`config.mk`:
```
export PLATFORM = sky130hd
export DESIGN_NAME = pfe_step
export DESIGN_NICKNAME = d
export VERILOG_FILES = /design/src/rtl/pfe_pkg.sv /design/src/rtl/pfe_step.sv
export SDC_FILE = /design/constraint.sdc
export NUM_CORES = 1
export LEC_CHECK = 0
export ABC_AREA = 1
export ABC_CLOCK_PERIOD_IN_PS = 3800
export BUFFER_PORTS_ARGS = -buffer_cell sky130_fd_sc_hd__buf_2
export CORE_ASPECT_RATIO = 0.9
export CORE_MARGIN = 4
export CORE_UTILIZATION = 50
export DETAILED_ROUTE_END_ITERATION = 10
export GPL_TIMING_DRIVEN = 0
export PLACE_DENSITY = 0.85
export SLEW_MARGIN = 20
export SYNTH_ARGS = -nofsm -noshare
export SYNTH_HDL_FRONTEND = slang
export SYNTH_SLANG_ARGS = --single-unit
```
`constraint.sdc`:
```
create_clock -name vclk -period 3.8
set_input_delay 0.38 -clock vclk [all_inputs]
set_output_delay 0.38 -clock vclk [all_outputs]
set_load 0.02 [all_outputs]
```
`src/rtl/pfe_pkg.sv`:
```
// Shared types, codes and sizes for the palette fade engine.
// No dependencies; imported by every module of the block but pfe_ram.
package pfe_pkg;

	localparam int ENTRIES    = 64;
	localparam int FADE_TICKS = 22;
	localparam int IDX_W      = $clog2(ENTRIES);
	localparam int ADDR_W     = IDX_W + 1;          // bank bit + entry index
	localparam int MEM_DEPTH  = 2 * ENTRIES;
	localparam int ENTRY_W    = 6;
	localparam int SUM_W      = ((IDX_W > ENTRY_W) ? IDX_W : ENTRY_W) + 1;
	localparam int CNT_W      = $clog2(FADE_TICKS);

	localparam logic [7:0] STEP  = 8'd32;
	localparam logic [7:0] WHITE = 8'd224;

	// item modes
	localparam logic [1:0] MODE_WRITE = 2'd0;
	localparam logic [1:0] MODE_READ  = 2'd1;
	localparam logic [1:0] MODE_START = 2'd2;
	localparam logic [1:0] MODE_TICK  = 2'd3;

	// fade kinds on the input
	localparam logic [1:0] KIND_FADE_IN  = 2'd0;
	localparam logic [1:0] KIND_FLASH_IN = 2'd2;

	// active fade codes
	localparam logic [2:0] FADE_NONE = 3'd0;
	localparam logic [2:0] FADE_IN   = 3'd1;
	localparam logic [2:0] FADE_OUT  = 3'd2;
	localparam logic [2:0] FLASH_IN  = 3'd3;

	// sweep operations
	localparam logic [1:0] SW_CLEAR = 2'd0;
	localparam logic [1:0] SW_WHITE = 2'd1;
	localparam logic [1:0] SW_TICK  = 2'd2;

	// configuration register indexes
	localparam logic [1:0] CFG_FIRST = 2'd0;
	localparam logic [1:0] CFG_EXTRA = 2'd1;
	localparam logic [1:0] CFG_SKIP  = 2'd2;

	typedef struct packed {
		logic [7:0] red;
		logic [7:0] green;
		logic [7:0] blue;
	} pfe_rgb_t;

	typedef struct packed {
		logic [1:0] mode;
		logic       bank;
		logic       target_sel;
		logic [5:0] entry;
		logic [7:0] red_in;
		logic [7:0] green_in;
		logic [7:0] blue_in;
		logic [1:0] fade_kind;
	} pfe_in_t;

	typedef struct packed {
		logic [7:0] red_out;
		logic [7:0] green_out;
		logic [7:0] blue_out;
		logic       done_res;
	} pfe_out_t;

	// write request into the palette store
	typedef struct packed {
		logic              w_en;
		logic              t_en;
		logic [ADDR_W-1:0] addr;
		pfe_rgb_t          data;
	} pfe_wr_t;

endpackage

```
`src/rtl/pfe_step.sv`:
```
// One sweep step on a palette word: clear, set white, or one fade move.
// Depends on pfe_pkg.
module pfe_step (
	input  logic [1:0]       op,
	input  logic [2:0]       fade,
	input  pfe_pkg::pfe_rgb_t w,
	input  pfe_pkg::pfe_rgb_t t,
	output pfe_pkg::pfe_rgb_t nxt
);
	import pfe_pkg::*;

	always_comb begin
		nxt = w;
		unique case (op)
			SW_CLEAR: nxt = '0;
			SW_WHITE: nxt = '{red: WHITE, green: WHITE, blue: WHITE};
			SW_TICK: begin
				unique case (fade)
					FADE_IN: begin
						// blue first, toward target
						if (t.blue > w.blue)        nxt.blue  = w.blue + STEP;
						else if (t.green > w.green) nxt.green = w.green + STEP;
						else if (t.red > w.red)     nxt.red   = w.red + STEP;
					end
					FADE_OUT: begin
						if (w.red != 8'd0)        nxt.red   = w.red - STEP;
						else if (w.green != 8'd0) nxt.green = w.green - STEP;
						else if (w.blue != 8'd0)  nxt.blue  = w.blue - STEP;
					end
					FLASH_IN: begin
						if (t.blue < w.blue)        nxt.blue  = w.blue - STEP;
						else if (t.green < w.green) nxt.green = w.green - STEP;
						else if (t.red < w.red)     nxt.red   = w.red - STEP;
					end
					default: begin
						// flash-out: red first, toward white
						if (w.red != WHITE)        nxt.red   = w.red + STEP;
						else if (w.green != WHITE) nxt.green = w.green + STEP;
						else if (w.blue != WHITE)  nxt.blue  = w.blue + STEP;
					end
				endcase
			end
			default: nxt = w;
		endcase
	end

endmodule

```
==> metrics.txt, run 1 <==
RSZ-0062 raised after global routing false; distinct cell type count after synthesis 34; Initial Util roughly 54%; Net Sw Frac 62.98%; Post-Syn Instances 336; worst slew pin tran roughly 0.7 ns; crit-path max FO 9; final setup vio count 0; Reg area 0 um^2; Final Hold Viols 0; CP most frequent cell nand3_1; Fillers 330; share of layout cells above drive strength 1 28.85%; largest net degree at the start of global routing 11; combinational share of power 100.0%; die height 66.16 um; fin area 0.002300 mm^2; Yosys warning total 0; Seq pwr share 0%; most common cell after layout, fill and taps aside nand2_1; Power per Cell Area 121.0 mW/mm^2; post-route clock period utilization 70.21%; normalized max-slew margin a little over half; postcts setup bufs 0; NetSw 175.3 uW; CP delay by family, top simple AND/OR/NAND/NOR gates; Placed Cells approximately 450; CP required 3.42 ns; sequential cell count 0; Non-Filler Instances 453; HP Class in -> out; Critical-path top delay cell ha_1; crit path launch type input port; vias in the first global route 2072; drt initial violations 174; area grow syn2layout 22.37%; Post-route DRC 0; total track usage 21.50%; wire length per cell 11.81 um; dominant cell type by area after synthesis ha_1; Clk pwr share 0%; Vias/cell 5.344; Cell Area, Placed 0.002300 mm^2; Post-CTS Resized 0; fin nets 494; fin worst setup slack roughly 1.1 ns; die area 0.004805 mm^2; width of the chip ~73 um; synthesized area 0.001879 mm^2; gr ovfl total 0; routed wire length 5349 um; I/O Buffers 73; Critical Path AT approximately 2.3 ns; Tmin final 2.668 ns; critical path, cell by cell buf_2, inv_2, ha_1, a21oi_1, nor2_1, nor2_1, nand2_1, nand2_2, inv_2, nor2_2, nand2_1, nand3_1, nand3_1, nand3_1, nand3_1, buf_2; WS Path Type in -> out; CP max stage delay 0.32 ns; syn avg cell area roughly 5.6 um^2; post-synthesis sequential area ratio 0%; vias post-DR 2421; setup_tns 0 ns; Cell Int Power a little over 100 uW; fmax 0.3748 GHz; crit path buf inv count 4; GR Layer Usage met3 0.4559%; first-pass GRT wire length 8749 um; GR peak layer met2; top cells by area, synth ha_1 (20%), nand2_1 (18%), nand3_1 (11%); Hold-fix buffers, CTS 0; Max Slew Vio Count 0; remaining antenna violation count 0; Synth Net Count 419; Max IR drop VDD 58.22 uV; DR pass1 iterations 5; initial antenna violation count 0; ANT cells 0; core footprint 0.003503 mm^2; outcome completed; dpl ws 1.155 ns; num ports 77; number of max-cap violations 0; post-synth top area share 19.97%; clkbuf count 0; leakage power between 0.001 and 0.0015 uW; M1 GR Usage around 30%; crit end category primary output; met2 usage 37.95%; GPL Wtd Cong 0.9066; commonest non-fill, non-tap cells in the layout nand2_1 (90), buf_2 (74), inv_1 (48); Final HPWL DP ~4500 um; Cell Rows 20
metal layers:
layer  wire length, um  up-vias
met5                 0        -
met4                 4        0
met3               509        2
met2              2485      114
met1              2350     1054
li1                  -     1251
final cells by class:
type | count | area [um^2] | area share [%]
well taps | 44 | 55.05 | 2.394
plain buffers | 7 | 53.80 | 2.339
repair buffers | 73 | 365.4 | 15.89
inverters | 67 | 252.7 | 10.99
multi-input cells | 262 | 1573 | 68.39
final timing paths:
path | from | to | cells after the start
min | w[18] | nxt[18] | 4
max | w[5] | nxt[14] | 16
synth_stat cells:
library cell	count
nand3b_1	1
buf_6	2
nand3_2	2
nand2_1	90
clkbuf_4	1
nor2_4	3
a31oi_1	6
o211ai_1	8
nor2_2	3
nor3_2	3
buf_2	1
a21oi_2	1
a21oi_1	10
nor4_1	1
inv_1	48
nand3_1	41
o21ai_1	9
nor3_1	1
nand4_1	11
ha_1	30
inv_2	18
nor2_1	17
o21ai_2	1
nand4_2	1
o21ai_0	8
xnor2_1	6
a21o_1	2
clkinv_2	1
o31ai_1	1
nand3_4	1
buf_4	2
clkbuf_1	1
nand2_2	4
nor2_8	1
power by group through the flow:
stage	clock network, uW	registers (uW)	logic [uW]
2_1_floorplan	0	0	189
3_3_place_gp	0	0	269
3_5_place_dp	0	0	276
4_1_cts	0	0	278
5_1_grt	0	0	312
6_report	0	0	278
per-stage QoR:
| stage | hold slack [ns] | util, % | total power (uW) |
|---|---|---|---|
| after CTS | 1.076 | 65.64 | 277.8 |
| after global routing | 1.093 | 65.64 | 312.0 |
| after detailed placement | 1.075 | 65.64 | 276.4 |
| after global placement | 1.067 | 65.64 | 269.3 |
| final | 1.073 | 65.64 | 278.3 |
| after floorplan | 0.8823 | - | 188.9 |
worst min-delay path, delay by kind of cell:
family,cells,cell delay [ns]
simple gates,1,0.04
buf+inv,3,0.28
logic make-up (layout without fill, tap and decap cells):
family / Yosys count / in the layout / share of synthesized area, %
xor+xnor: 6 / 6 / 2.796
compound gates: 46 / 46 / 14.51
simple gates: 180 / 180 / 46.40
fa+ha+maj: 30 / 30 / 19.97
buf+inv: 74 / 147 / 16.31
No activity file was read; power rests on OpenSTA's default activity.
==> inputs of run 2 (changes only) <==
- ABC_CLOCK_PERIOD_IN_PS: 3800 -> 2260
- CORE_UTILIZATION: 50 -> 47
- PLACE_DENSITY: 0.85 -> 0.83
- clock period: 3.8 -> 2.26 ns (I/O delays scaled with it)
==> run 2 against run 1 <==
Sequential share of layout area is the same. Critical endpoint is now nxt[13]. Power up 100%. Critical path type unchanged. Sequential cell count unchanged. Via count rose by 3.1%. Count of clock-buffer cells in the layout did not move. Largest power group unchanged. Largest cell class unchanged. Combinational power rose by 100%. Die area increased by 5.6%. First-iteration DRC count up 84%.
==> metrics.txt, run 2 (synthesis gave the netlist of run 1 again) <==
crit-path max FO 7 (-2); sequential cell count 0 (unchanged); outcome completed; largest net degree at the start of global routing 11 (unchanged); crit path buf inv count 4 (unchanged); vias in the first global route 2132 (+2.9%); normalized max-slew margin 54.18% (+0.31 points); CP delay by family, top simple AND/OR/NAND/NOR gates; CP required 2.03 ns (-1.39 ns); Final HPWL DP 4430 um (-1.4%); num ports 77 (unchanged); Power per Cell Area 216.3 mW/mm^2 (+79%); Tmin final 2.228 ns; Max Slew Vio Count 0 (unchanged); Final Hold Viols 0 (unchanged); vias post-DR 2495 (+3.1%); gr ovfl total 0 (unchanged); Critical-path top delay cell ha_4; Post-route DRC 0 (unchanged); wire length per cell 12.62 um (+6.9%); routed wire length 5804 um (+8.5%); Placed Cells 455 (+0.44%); dpl ws -0.1105 ns (-1.266 ns); first-pass GRT wire length 8707 um (-0.48%); fin worst setup slack 0.03192 ns (-1.100 ns); ANT cells 0 (unchanged); GPL Wtd Cong 0.9595 (+5.8%); worst hold slack 0.7650 ns (-0.3084 ns); total track usage 20.25% (-1.2 points); WS Path Type in -> out; Hold-fix buffers, CTS 0 (unchanged); Fillers 342 (+3.6%); most common cell after layout, fill and taps aside nand2_1; drt initial violations 320 (+84%); share of layout cells above drive strength 1 36.47% (+7.6 points); die area 0.005076 mm^2 (+5.6%); leakage power 0.001439 uW (+4.3%); width of the chip 74.66 um (+2.8%); DR pass1 iterations 5 (unchanged); crit path launch type input port; crit end category primary output; commonest non-fill, non-tap cells in the layout nand2_1 (85), buf_2 (65), inv_1 (45); Non-Filler Instances 460 (+1.5%); Critical Path AT 2.00 ns (-0.29 ns); clkbuf count 0 (unchanged); area grow syn2layout 38.22%; fmax 0.4488 GHz; die height 67.99 um (+2.8%); Power Total 561.9 uW (+100%); post-route clock period utilization 98.59%; final setup vio count 0 (unchanged); I/O Buffers 73 (unchanged); Initial Util 49.67% (-4.0 points); number of max-cap violations 0 (unchanged); HP Class in -> out; fin nets 499 (+1.0%); Vias/cell 5.424 (+1.5%); CP max stage delay 0.24 ns (-0.08 ns); worst slew pin tran 0.6835 ns (-0.004645 ns); setup_tns 0 ns (unchanged); critical path, cell by cell clkbuf_4, inv_4, ha_4, a21o_1, nor2_1, nand2_2, nand2_4, inv_4, nor2_4, nand2_1, nand3_1, nand3_2, o21ai_2, nand2_1, buf_4; Reg area 0 um^2 (unchanged); Cell Rows 21 (+5.0%); core footprint 0.003784 mm^2 (+8.0%); Max IR drop VDD 99.89 uV (+72%); initial antenna violation count 0 (unchanged); remaining antenna violation count 0 (unchanged)
## run 2: cell types whose count changed in the layout (fill, tap and decap cells not counted), sizes merged
cell,delta
clkbuf,+1
buf,+4
## run 2: path summary, 6_finish.rpt
path                  end  cells after the start   from  slack (ns)
setup / recovery  nxt[13]                     15   w[7]        0.03
hold / removal    nxt[10]                      4  w[10]        0.76
## run 2: final cells by class
| type | instances | area (um^2) | area share [%] |
|---|---|---|---|
| Tap cell | 46 | 57.56 | 2.216 |
| Inverter | 67 | 270.3 | 10.40 |
| Buffer | 7 | 60.06 | 2.312 |
| Multi-Input combinational cell | 262 | 1768 | 68.06 |
| Timing Repair Buffer | 78 | 441.7 | 17.00 |
## run 2: timing repair
action / CTS / global route
buffers inserted: 2 / 2
gates resized for setup: 9 / 52
pin swaps: 1 / 18
gates cloned: 0 / 1
endpoints found under the setup margin: 7 / 9
## run 2: metrics by stage
stage	util, %	cell area (um^2)
floorplan	-	1879
global placement	60.85	2302
detailed placement	60.85	2302
CTS	61.97	2345
global route	68.65	2597
finish	68.65	2597
## run 2: worst min-delay path, delay by kind of cell
kind          cells  cell delay (ns)
simple gates      1             0.04
buf+inv           3             0.27
## run 2: power by group
group          internal [uW]  switching [uW]
clock                      0               0
combinational            225             337
sequential                 0               0
## run 2: routing by layer
layer | GRT usage (%) | share of wire, % | vias up
li1 | - | - | 1264
met1 | 28.94 | 43 | 1084
met2 | 34.43 | 47 | 134
met3 | 0.4405 | 9.1 | 13
met4 | 3.111 | 1.3 | 0
met5 | 0 | 0 | -
